`src/rtl/core/passive_cell_balance_controller_defines.svh`:
```
// Assertion helpers used by the balancer RTL.
`ifndef PASSIVE_CELL_BALANCE_CONTROLLER_DEFINES_SVH
`define PASSIVE_CELL_BALANCE_CONTROLLER_DEFINES_SVH

// Same-cycle implication, disabled while in reset.
`define PCB_ASSERT_SAME(label, clk, rst, ante, cons) \
  label: assert property (@(posedge clk) disable iff (rst) (ante) |-> (cons)) \
    else $error("pcb check failed");

// Next-cycle implication, disabled while in reset.
`define PCB_ASSERT_NEXT(label, clk, rst, ante, cons) \
  label: assert property (@(posedge clk) disable iff (rst) (ante) |=> (cons)) \
    else $error("pcb check failed");

`endif

```
`src/rtl/core/pcb_pkg.sv`:
```
package pcb_pkg;

  localparam int CELL_W    = 13;
  localparam int CUR_W     = 16;
  localparam int TIME_W    = 32;
  localparam int SEL_W     = 3;
  localparam int DRIVE_W   = 4;
  localparam int CFG_IDX_W = 3;
  localparam int CFG_DAT_W = 32;
  localparam int IN_DATA_W  = 104;
  localparam int OUT_DATA_W = 16;

  // Operation codes carried in tuser
  localparam logic OP_UPDATE = 1'b0;
  localparam logic OP_STOP   = 1'b1;

  // Register indexes
  localparam logic [CFG_IDX_W-1:0] REG_IDLE_CURRENT = 3'd0;
  localparam logic [CFG_IDX_W-1:0] REG_MIN_CELL     = 3'd1;
  localparam logic [CFG_IDX_W-1:0] REG_DELTA_START  = 3'd2;
  localparam logic [CFG_IDX_W-1:0] REG_DELTA_STOP   = 3'd3;
  localparam logic [CFG_IDX_W-1:0] REG_ON_TIME      = 3'd4;
  localparam logic [CFG_IDX_W-1:0] REG_OFF_TIME     = 3'd5;

  // Cell numbers
  localparam logic [SEL_W-1:0] CELL_NONE  = 3'd0;
  localparam logic [SEL_W-1:0] CELL_ONE   = 3'd1;
  localparam logic [SEL_W-1:0] CELL_TWO   = 3'd2;
  localparam logic [SEL_W-1:0] CELL_THREE = 3'd3;
  localparam logic [SEL_W-1:0] CELL_FOUR  = 3'd4;

  typedef struct packed {
    logic [CUR_W-1:0]  idle_current_ma;
    logic [CELL_W-1:0] min_cell_mv;
    logic [CELL_W-1:0] delta_start_mv;
    logic [CELL_W-1:0] delta_stop_mv;
    logic [TIME_W-1:0] on_time_ms;
    logic [TIME_W-1:0] off_time_ms;
  } cfg_t;

  localparam cfg_t CFG_RESET = '{
    idle_current_ma: 16'd200,
    min_cell_mv:     13'd3400,
    delta_start_mv:  13'd30,
    delta_stop_mv:   13'd10,
    on_time_ms:      32'd30000,
    off_time_ms:     32'd5000
  };

  typedef struct packed {
    logic             may_start;
    logic             must_stop;
    logic [SEL_W-1:0] max_idx;
  } eval_t;

  typedef struct packed {
    logic               active;
    logic               on_phase;
    logic [SEL_W-1:0]   selected_cell;
    logic [DRIVE_W-1:0] bleed_drive;
  } result_t;

  typedef struct packed {
    logic             session_active;
    logic             bleeding_now;
    logic [SEL_W-1:0] chosen_cell;
  } status_t;

endpackage

```
`src/rtl/core/pcb_eval.sv`:
```
module pcb_eval (
  input  logic [pcb_pkg::CELL_W-1:0] cell_one_mv,
  input  logic [pcb_pkg::CELL_W-1:0] cell_two_mv,
  input  logic [pcb_pkg::CELL_W-1:0] cell_three_mv,
  input  logic [pcb_pkg::CELL_W-1:0] cell_four_mv,
  input  logic [pcb_pkg::CUR_W-1:0]  pack_current_ma,
  input  pcb_pkg::cfg_t              cfg,
  output pcb_pkg::eval_t             eval
);
  import pcb_pkg::*;

  logic [CELL_W-1:0] vmax;
  logic [CELL_W-1:0] vmin;
  logic [SEL_W-1:0]  max_idx;
  logic [CELL_W-1:0] delta;
  logic [CUR_W:0]    mag;
  logic              idle;

  // Highest cell keeps the lowest number on a tie: update on strictly greater only.
  always_comb begin
    vmax    = cell_one_mv;
    vmin    = cell_one_mv;
    max_idx = CELL_ONE;
    if (cell_two_mv > vmax) begin
      vmax    = cell_two_mv;
      max_idx = CELL_TWO;
    end
    if (cell_two_mv < vmin) vmin = cell_two_mv;
    if (cell_three_mv > vmax) begin
      vmax    = cell_three_mv;
      max_idx = CELL_THREE;
    end
    if (cell_three_mv < vmin) vmin = cell_three_mv;
    if (cell_four_mv > vmax) begin
      vmax    = cell_four_mv;
      max_idx = CELL_FOUR;
    end
    if (cell_four_mv < vmin) vmin = cell_four_mv;
  end

  assign delta = vmax - vmin;

  // 17-bit magnitude so the most negative current reads as 32768.
  assign mag  = pack_current_ma[CUR_W-1] ? ({1'b0, ~pack_current_ma} + 17'd1)
                                         : {1'b0, pack_current_ma};
  assign idle = mag < {1'b0, cfg.idle_current_ma};

  assign eval.may_start = idle && (vmax >= cfg.min_cell_mv) && (delta >= cfg.delta_start_mv);
  assign eval.must_stop = !idle || (delta <= cfg.delta_stop_mv);
  assign eval.max_idx   = max_idx;

endmodule

```
`src/rtl/core/pcb_session.sv`:
```
module pcb_session (
  input  logic                       clk,
  input  logic                       rst,
  input  logic                       advance,
  input  logic                       operation,
  input  logic [pcb_pkg::TIME_W-1:0] now_ms,
  input  pcb_pkg::eval_t             eval,
  input  pcb_pkg::cfg_t              cfg,
  output pcb_pkg::result_t           result_next,
  output pcb_pkg::status_t           status
);
  import pcb_pkg::*;

  logic              session_active, session_active_next;
  logic              bleeding_now, bleeding_now_next;
  logic [SEL_W-1:0]  chosen_cell, chosen_cell_next;
  logic [TIME_W-1:0] phase_start_ms, phase_start_ms_next;
  logic [TIME_W-1:0] elapsed;
  logic [SEL_W-1:0]  sel;

  assign elapsed = now_ms - phase_start_ms;

  always_comb begin
    session_active_next = session_active;
    bleeding_now_next   = bleeding_now;
    chosen_cell_next    = chosen_cell;
    phase_start_ms_next = phase_start_ms;
    if (operation == OP_STOP) begin
      session_active_next = 1'b0;
      bleeding_now_next   = 1'b0;
      phase_start_ms_next = '0;
    end else if (!session_active) begin
      if (eval.may_start) begin
        session_active_next = 1'b1;
        bleeding_now_next   = 1'b1;
        chosen_cell_next    = eval.max_idx;
        phase_start_ms_next = now_ms;
      end
    end else if (eval.must_stop) begin
      session_active_next = 1'b0;
      bleeding_now_next   = 1'b0;
      phase_start_ms_next = '0;
    end else if (bleeding_now) begin
      if (elapsed >= cfg.on_time_ms) begin
        bleeding_now_next   = 1'b0;
        phase_start_ms_next = now_ms;
      end
    end else if (elapsed >= cfg.off_time_ms) begin
      bleeding_now_next   = 1'b1;
      phase_start_ms_next = now_ms;
      chosen_cell_next    = eval.max_idx;
    end
  end

  always_ff @(posedge clk) begin
    if (rst) begin
      session_active <= 1'b0;
      bleeding_now   <= 1'b0;
      chosen_cell    <= CELL_NONE;
      phase_start_ms <= '0;
    end else if (advance) begin
      session_active <= session_active_next;
      bleeding_now   <= bleeding_now_next;
      chosen_cell    <= chosen_cell_next;
      phase_start_ms <= phase_start_ms_next;
    end
  end

  assign sel = session_active_next ? chosen_cell_next : CELL_NONE;

  always_comb begin
    result_next.active        = session_active_next;
    result_next.on_phase      = session_active_next && bleeding_now_next;
    result_next.selected_cell = sel;
    result_next.bleed_drive   = '0;
    if (session_active_next && bleeding_now_next) begin
      case (sel)
        CELL_ONE:   result_next.bleed_drive = 4'b0001;
        CELL_TWO:   result_next.bleed_drive = 4'b0010;
        CELL_THREE: result_next.bleed_drive = 4'b0100;
        CELL_FOUR:  result_next.bleed_drive = 4'b1000;
        default:    result_next.bleed_drive = '0;
      endcase
    end
  end

  assign status.session_active = session_active;
  assign status.bleeding_now   = bleeding_now;
  assign status.chosen_cell    = chosen_cell;

endmodule

```
`src/rtl/core/passive_cell_balance_controller.sv`:
```
// Pipeline: an accepted word waits in the input register, then loads the result register,
//   where its result word becomes valid; a stalling sink holds it back in the input register.
// Throughput: one word per cycle while the sink does not stall; the session state updates
//   in the same cycle the result register loads, so back-to-back words see each other's state.
// Reset: rst is synchronous, active high; clears both pipeline valids, the session
//   state and restores every configuration register to its default.
`include "passive_cell_balance_controller_defines.svh"

module passive_cell_balance_controller (
  input  logic                          clk,
  input  logic                          rst,
  // configuration write port
  input  logic                          cfg_wr_en,
  input  logic [pcb_pkg::CFG_IDX_W-1:0] cfg_index,
  input  logic [pcb_pkg::CFG_DAT_W-1:0] cfg_wdata,
  // input stream
  input  logic                          s_tvalid,
  output logic                          s_tready,
  // tdata, low bit up: cell_one_mv[12:0], cell_two_mv[25:13], cell_three_mv[38:26],
  //   cell_four_mv[51:39], pack_current_ma[67:52], now_ms[99:68], zero pad[103:100]
  input  logic [pcb_pkg::IN_DATA_W-1:0] s_tdata,
  // tuser: operation[0]
  input  logic                          s_tuser,
  // result stream
  output logic                          m_tvalid,
  input  logic                          m_tready,
  // tdata, low bit up: active[0], on_phase[1], selected_cell[4:2], bleed_drive[8:5],
  //   zero pad[15:9]
  output logic [pcb_pkg::OUT_DATA_W-1:0] m_tdata
);
  import pcb_pkg::*;

  cfg_t    cfg;
  eval_t   eval;
  result_t result_next;
  result_t result_q;
  status_t status;

  logic                  in_valid;
  logic                  in_op;
  logic [IN_DATA_W-1:0]  in_data;
  logic                  out_valid;
  logic                  advance;

  // Configuration registers; write them only while no word is in flight.
  always_ff @(posedge clk) begin
    if (rst) begin
      cfg <= CFG_RESET;
    end else if (cfg_wr_en) begin
      case (cfg_index)
        REG_IDLE_CURRENT: cfg.idle_current_ma <= cfg_wdata[CUR_W-1:0];
        REG_MIN_CELL:     cfg.min_cell_mv     <= cfg_wdata[CELL_W-1:0];
        REG_DELTA_START:  cfg.delta_start_mv  <= cfg_wdata[CELL_W-1:0];
        REG_DELTA_STOP:   cfg.delta_stop_mv   <= cfg_wdata[CELL_W-1:0];
        REG_ON_TIME:      cfg.on_time_ms      <= cfg_wdata[TIME_W-1:0];
        REG_OFF_TIME:     cfg.off_time_ms     <= cfg_wdata[TIME_W-1:0];
        default:          ;
      endcase
    end
  end

  // Advance the held word into the result register whenever that register is free
  // or draining this cycle.
  assign advance  = in_valid && (!out_valid || m_tready);
  assign s_tready = !in_valid || advance;

  // Input register: control valid resets, payload just loads.
  always_ff @(posedge clk) begin
    if (rst) begin
      in_valid <= 1'b0;
    end else if (s_tready) begin
      in_valid <= s_tvalid;
    end
  end

  always_ff @(posedge clk) begin
    if (s_tvalid && s_tready) begin
      in_op   <= s_tuser;
      in_data <= s_tdata;
    end
  end

  pcb_eval u_eval (
    .cell_one_mv     (in_data[12:0]),
    .cell_two_mv     (in_data[25:13]),
    .cell_three_mv   (in_data[38:26]),
    .cell_four_mv    (in_data[51:39]),
    .pack_current_ma (in_data[67:52]),
    .cfg             (cfg),
    .eval            (eval)
  );

  pcb_session u_session (
    .clk         (clk),
    .rst         (rst),
    .advance     (advance),
    .operation   (in_op),
    .now_ms      (in_data[99:68]),
    .eval        (eval),
    .cfg         (cfg),
    .result_next (result_next),
    .status      (status)
  );

  // Result register: hold while the sink stalls, drop valid once taken.
  always_ff @(posedge clk) begin
    if (rst) begin
      out_valid <= 1'b0;
    end else if (advance) begin
      out_valid <= 1'b1;
    end else if (m_tready) begin
      out_valid <= 1'b0;
    end
  end

  always_ff @(posedge clk) begin
    if (advance) begin
      result_q <= result_next;
    end
  end

  assign m_tvalid = out_valid;
  assign m_tdata  = {{(OUT_DATA_W-9){1'b0}}, result_q.bleed_drive, result_q.selected_cell,
                     result_q.on_phase, result_q.active};

  // Bleeding only happens inside a session.
  `PCB_ASSERT_SAME(a_bleed_in_session, clk, rst, status.bleeding_now, status.session_active)
  // A running session always has a real cell chosen.
  `PCB_ASSERT_SAME(a_cell_valid, clk, rst, status.session_active,
                   (status.chosen_cell == CELL_ONE) || (status.chosen_cell == CELL_TWO) ||
                   (status.chosen_cell == CELL_THREE) || (status.chosen_cell == CELL_FOUR))
  // A manual stop leaves the session closed.
  `PCB_ASSERT_NEXT(a_stop_ends, clk, rst, advance && (in_op == OP_STOP),
                   !status.session_active && !status.bleeding_now)
  // Every advanced word shows up in the result register.
  `PCB_ASSERT_NEXT(a_advance_loads, clk, rst, advance, out_valid)

endmodule
```
`config.mk`:
```
export PLATFORM = sky130hd
export DESIGN_NAME = passive_cell_balance_controller
export DESIGN_NICKNAME = d
export VERILOG_FILES = /design/src/rtl/core/pcb_pkg.sv /design/src/rtl/core/pcb_eval.sv /design/src/rtl/core/pcb_session.sv /design/src/rtl/core/passive_cell_balance_controller.sv
export VERILOG_INCLUDE_DIRS = /design/src /design/src/rtl/core
export SDC_FILE = /design/constraint.sdc
export NUM_CORES = 1
export LEC_CHECK = 0
export CAP_MARGIN = 20
export CORE_AREA = 2 2 172 174
export CTS_CLUSTER_DIAMETER = 150
export DETAILED_ROUTE_END_ITERATION = 10
export DIE_AREA = 0 0 174 176
export DONT_BUFFER_PORTS = 1
export PLACE_DENSITY = 0.83
export SLEW_MARGIN = 20
export SYNTH_ARGS = -nofsm -noshare
export SYNTH_HDL_FRONTEND = slang
export SYNTH_SLANG_ARGS = --single-unit
```
`constraint.sdc`:
```
create_clock -name clk -period 31.6 [get_ports clk]
set_input_delay 3.16 -clock clk [delete_from_list [all_inputs] [get_ports clk]]
set_output_delay 3.16 -clock clk [all_outputs]
set_load 0.05 [all_outputs]
```
Yosys cells after proc, flatten, opt, wreduce, memory -nomap -nowiden
Index checks and enable logic that the tools add are counted.
Widths: inputs -> output; s select.
{"block": "totals", "reg_bits": 268, "in_bits": 145, "out_inout_bits": 18, "elab_cells": 104}
{"block": "op_classes", "n_addsub": 3, "order_cmp": 12, "n_eq_ne": 11, "n_mux": 38, "bitwise_logic": 1, "reduce_logical": 21}
{"operator": "$mux 32", "n": 7}
{"operator": "$mux 13", "n": 6}
{"operator": "$ge 32x32->1", "n": 2}
{"operator": "$gt 13x13->1", "n": 3}
{"operator": "$lt 13x13->1", "n": 3}
{"operator": "$sub 32x32->32", "n": 1}
{"operator": "$ge 13x13->1", "n": 2}
{"operator": "$mux 3", "n": 8}
{"operator": "$add 16x1->17 const B", "n": 1}
{"operator": "$lt 17x16->1", "n": 1}
{"operator": "$mux 17", "n": 1}
{"operator": "$not 16->16", "n": 1}
{"operator": "$pmux 4 s4", "n": 1}
{"operator": "$le 13x13->1", "n": 1}
{"operator": "$mux 1", "n": 13}
{"operator": "$sub 13x13->13", "n": 1}
{"operator": "$eq 3x2->1 const B", "n": 4}
{"operator": "$reduce_and 2->1", "n": 6}
{"operator": "$ne 5x5->1 const B", "n": 2}
{"operator": "$eq 3x3->1 const B", "n": 3}
{"operator": "$eq 3x1->1 const B", "n": 2}
{"operator": "$logic_and 1x1->1", "n": 5}
{"operator": "$mux 2", "n": 2}
{"operator": "$reduce_and 4->1", "n": 1}
{"operator": "other kinds (5)", "n": 9}

Logic depth before layout (Yosys ltp)
{"block": "logic_depth", "ltp_word": 15, "ltp_mapped": 56, "mapped_depth_nobuf": 50}

By module
A second synthesis with hierarchy kept.
{"block": "unflattened", "cells_unflattened": 1784, "area_unflattened_um2": 17416.7}
{"mod": "passive_cell_balance_controller", "instances": 1, "cells_each": 577, "area_per_inst_um2": 8242.9, "seq_area_each_um2": 5725.5}
{"mod": "pcb_session", "instances": 1, "cells_each": 589, "area_per_inst_um2": 4669.5, "seq_area_each_um2": 740.7}
{"mod": "pcb_eval", "instances": 1, "cells_each": 618, "area_per_inst_um2": 4504.3, "seq_area_each_um2": 0.0}

Worst setup path before layout
Ideal clock, no wire load.
{"block": "synth_timing", "kind": "register to register", "startpoint": "register in_data[25]", "endpoint": "register result_q (netlist bit m_tdata[2]) (data pin)", "setup_time_ns": 0.256, "arrival_time_ns": 10.261, "required_ns": 31.344, "path_slack_ns": 21.083, "stages_incl_launch_ff": 51, "path_buffers": 7, "synth_period_minus_slack_ns": 10.517, "path_cell_list": "edfxtp_1 -> ha_1 -> nand4_1 -> or3_1 -> a21oi_1 -> or2_2 -> buf_2 -> o31a_1 -> buf_2 -> buf_2 -> mux2i_1 -> ha_1 -> a21o_1 -> a21oi_1 -> nand2_1 -> a2111oi_0 -> a41oi_1 -> inv_1 -> [15 not listed] -> a21oi_1 -> a21oi_1 -> nor2b_1 -> o21ai_0 -> a21oi_1 -> xor3_1 -> ha_1 -> nand2_1 -> nand2_1 -> a21oi_1 -> a311oi_1 -> o211ai_1 -> nor2_4 -> a21oi_2 -> or2_1 -> buf_6 -> mux2_4 -> and2_2"}
{"item": "start: declaration", "line": "passive_cell_balance_controller.sv:41", "rtl": "logic [IN_DATA_W-1:0] in_data;"}
{"item": "start signal: assignment", "line": "passive_cell_balance_controller.sv:79", "rtl": "in_data <= s_tdata;"}
{"item": "end signal: assignment", "line": "passive_cell_balance_controller.sv:118", "rtl": "result_q <= result_next;"}
{"item": "end: declaration", "line": "passive_cell_balance_controller.sv:36", "rtl": "result_t result_q;"}

==> run_results.csv <==
group,metric,value,unit
outcome,outcome,"completed",
final_layout,syn2layout_area_growth,7.989,%
min_path,min_path_type,"reg -> reg",
final_layout,fin_cells,2233,
timing,hold_viol_final,0,
timing,finClkSkew,0.01358,ns
detailed_routing,drtIter0Drc,895,
worst_setup_path,reg2regPathDepth,45,
floorplanning,initial_core_util,0.5799,
detailed_routing,viasPerCell,5.838,
clock_network,post-cts-setup-buffers,0,
clock_network,clk_pin_slew,0.06,ns
worst_setup_path,critical_path_peak_fanout,28,
worst_setup_path,max_stage_delay,0.97,ns
synth,syn_inst,1844,
worst_setup_path,startpoint_type,"register",
synth,synthDistinctLibCells,76,
clock_network,cts-htree-levels,1,
pwr,p_per_area,66.45,nW/um^2
pwr,irDropWorstVdd,0.00004980,V
worst_setup_path,critPathCaptureType,"register",
synth,yosysSeqAreaShare,0.3906,
detailed_routing,drtPass1Iterations,5,
global_routing,grt_max_degree,116,
timing,max_clock_freq,71.69,MHz
detailed_routing,ant_nets,0,
timing,slew_headroom,0.2593,
clock_network,clockRootBuffer,"clkbuf_16",
synth,async_flop_share,0,
place,placed_cells,2178,
floorplanning,dieArea,30620,sq um
timing,slew_violations,0,
place,place_congestion,0.9039,
global_routing,grt_pass1_wl,62.54,mm
global_routing,first_global_vias,12910,
place,hpwlAfterDp,28.59,mm
detailed_routing,vias,13040,
final_layout,finalNetCount,2198,
worst_setup_path,crit_type,"reg -> reg",
clock_network,cts-resized-gates,0,
detailed_routing,drc,0,
timing,period_needed,13.95,ns
synth,synth_edf_count,110,
floorplanning,die_h,176,um
timing,period_share,0.4414,
pwr,p_leak,7.268,nW
synth,yosys_warnings,0,
global_routing,grt-ovfl-total,0,
clock_network,hold_buffers,0,
worst_setup_path,cp_data_arrival_time,14.28,ns
place,io_buffers,0,
min_path,hold_path_startpoint,"cfg[103]",
floorplanning,io_pins,163,
synth,ys_ff_latch,268,
timing,tightest_slew,1.083,ns
timing,finalSetupViolations,0,
timing,timing.final.ws_setup,17.65,ns
worst_setup_path,r2r-start,"in_data[25]",
clock_network,cts.path.max_buffers,3,
detailed_routing,detail_route.wl_per_cell,17.35,um
floorplanning,core-area,28550,sq um
min_path,whs_endpoint,"cfg[103]",
detailed_routing,wl,38.74,mm
clock_network,cts.sinks,268,
clock_network,clock_latency,0.58,ns
job,maxCapViolations,0,
timing,holdWs,0.4493,ns
place,dp_worst_setup_slack,17.99,ns
worst_setup_path,rrSetupSlack,17.65,ns
min_path,hold_depth,2,
worst_setup_path,slowest_stage,"a2111oi_0",
final_layout,fin_util,0.6262,
worst_setup_path,path_common_cell,"a21oi_1",
global_routing,antenna_found_initial,2,
timing,fin_setup_tns,0,ns
clock_network,cts-buffers-inserted,30,
floorplanning,die-width,174,um
worst_setup_path,cp.required,31.93,ns
synth,synth_area,16550,sq um
global_routing,track_usage,0.2486,
clock_network,cts_tree,"yes",
synth,ys.flop_type,"dfxtp_1",
final_layout,layout-drive-gt1-share,0.04654,
synth,avgSynthCellArea,8.978,sq um
timing,rsz0062_at_grt,"no",
worst_setup_path,reg2reg_to,"m_tdata[2]",
floorplanning,rows,62,
## how the worst max path moves through the flow
stage | slack, ns | startpoint | end
CTS | 17.91 | in_data[25] | m_tdata[2]
finish | 17.65 | in_data[25] | m_tdata[2]
floorplan | 21.08 | in_data[25] | m_tdata[2]
detailed placement | 17.99 | in_data[25] | m_tdata[5]
global route | 16.74 | in_data[25] | m_tdata[5]
global placement | 18.39 | in_data[25] | m_tdata[2]
## synthesized netlist by cell type, drive strengths merged (17+ instances only)
cell / n / area share
buf: 18 / 0.0083
ha: 225 / 0.17
a22o: 32 / 0.017
edfxtp: 110 / 0.20
nor2: 95 / 0.022
inv: 196 / 0.044
nand3: 18 / 0.0054
clkbuf: 46 / 0.010
dfxtp: 158 / 0.19
o211ai: 17 / 0.0077
nand2: 293 / 0.066
a21oi: 195 / 0.060
nor3: 20 / 0.0060
xnor2: 39 / 0.021
nor2b: 26 / 0.0098
nand4: 27 / 0.010
mux2i: 40 / 0.024
o21ai: 76 / 0.023
a21o: 42 / 0.019
## power breakdown
part	leakage, nW	switching (W)	internal [W]
clock	0.517	0.000145	0.000220
sequential	2.35	0.0000141	0.000377
combinational	4.40	0.000252	0.000180
total	7.27	0.000411	0.000777
## kinds of logic after synthesis
logic type,count (synthesis),share of synthesized area
compound gates,454,0.1739
xor+xnor,49,0.02683
fa+ha+maj,227,0.1725
buf+inv,260,0.06318
flops,268,0.3906
mux,45,0.02781
other cells,1,0.0002265
simple gates,540,0.1450
## metrics by stage
step                      area, sq um   power, W
after floorplan                 16580  0.0007211
after global placement          16820  0.0007976
after detailed placement        16820  0.0008203
after CTS                       17870   0.001185
after global routing            17870   0.001260
final                           17880   0.001188
## layer usage
metal / global-route usage / up-vias / part of all wire
met5: 0 / - / 0.00034
met4: 0.08894 / 2 / 0.036
met3: 0.05276 / 92 / 0.080
met1: 0.3170 / 6072 / 0.43
met2: 0.4187 / 456 / 0.46
li1: - / 6414 / -
## worst max-delay path: cells and delay by family (launching register included)
family | cells | cell delay, ns
compound gates | 21 | 6.78
simple gates | 12 | 2.32
fa+ha+maj | 6 | 1.98
mux | 3 | 1.12
buf+inv | 2 | 0.58
xor+xnor | 1 | 0.45
flops | 1 | 0.42
## layout make-up
class | count | area [sq um]
fill | 2334 | 10670
multi-input combinational | 1322 | 9081
sequential | 268 | 6466
clock buffer | 43 | 924.6
inverter | 196 | 735.7
tap | 384 | 480.5
clock inverter | 11 | 126.4
timing repair buffer | 8 | 60.06
antenna | 1 | 2.502
## state kept, by name (all words and copies together) (netlist names)
register	flops
m_tdata	9
in_valid	1
u_session.chosen_cell	3
in_data	100
cfg	119
in_op	1
m_tvalid	1
u_session.phase_start_ms	32
u_session.bleeding_now	1
u_session.session_active	1
## layout by cell type (no fill, tap or decap), types with 12 or more instances in the layout
cell and n:
nand2_1 293, ha_1 225, inv_1 196, a21oi_1 192
dfxtp_1 158, edfxtp_1 110, nor2_1 93, o21ai_0 75
a21o_1 41, mux2i_1 40, xnor2_1 39, clkbuf_16 34
a22o_1 32, nand4_1 27, nor2b_1 26, nor3_1 20
nand3_1 17, o211ai_1 17, a211oi_1 14, and3_1 14
o21a_1 12
No activity file was read; power rests on OpenSTA's default activity.
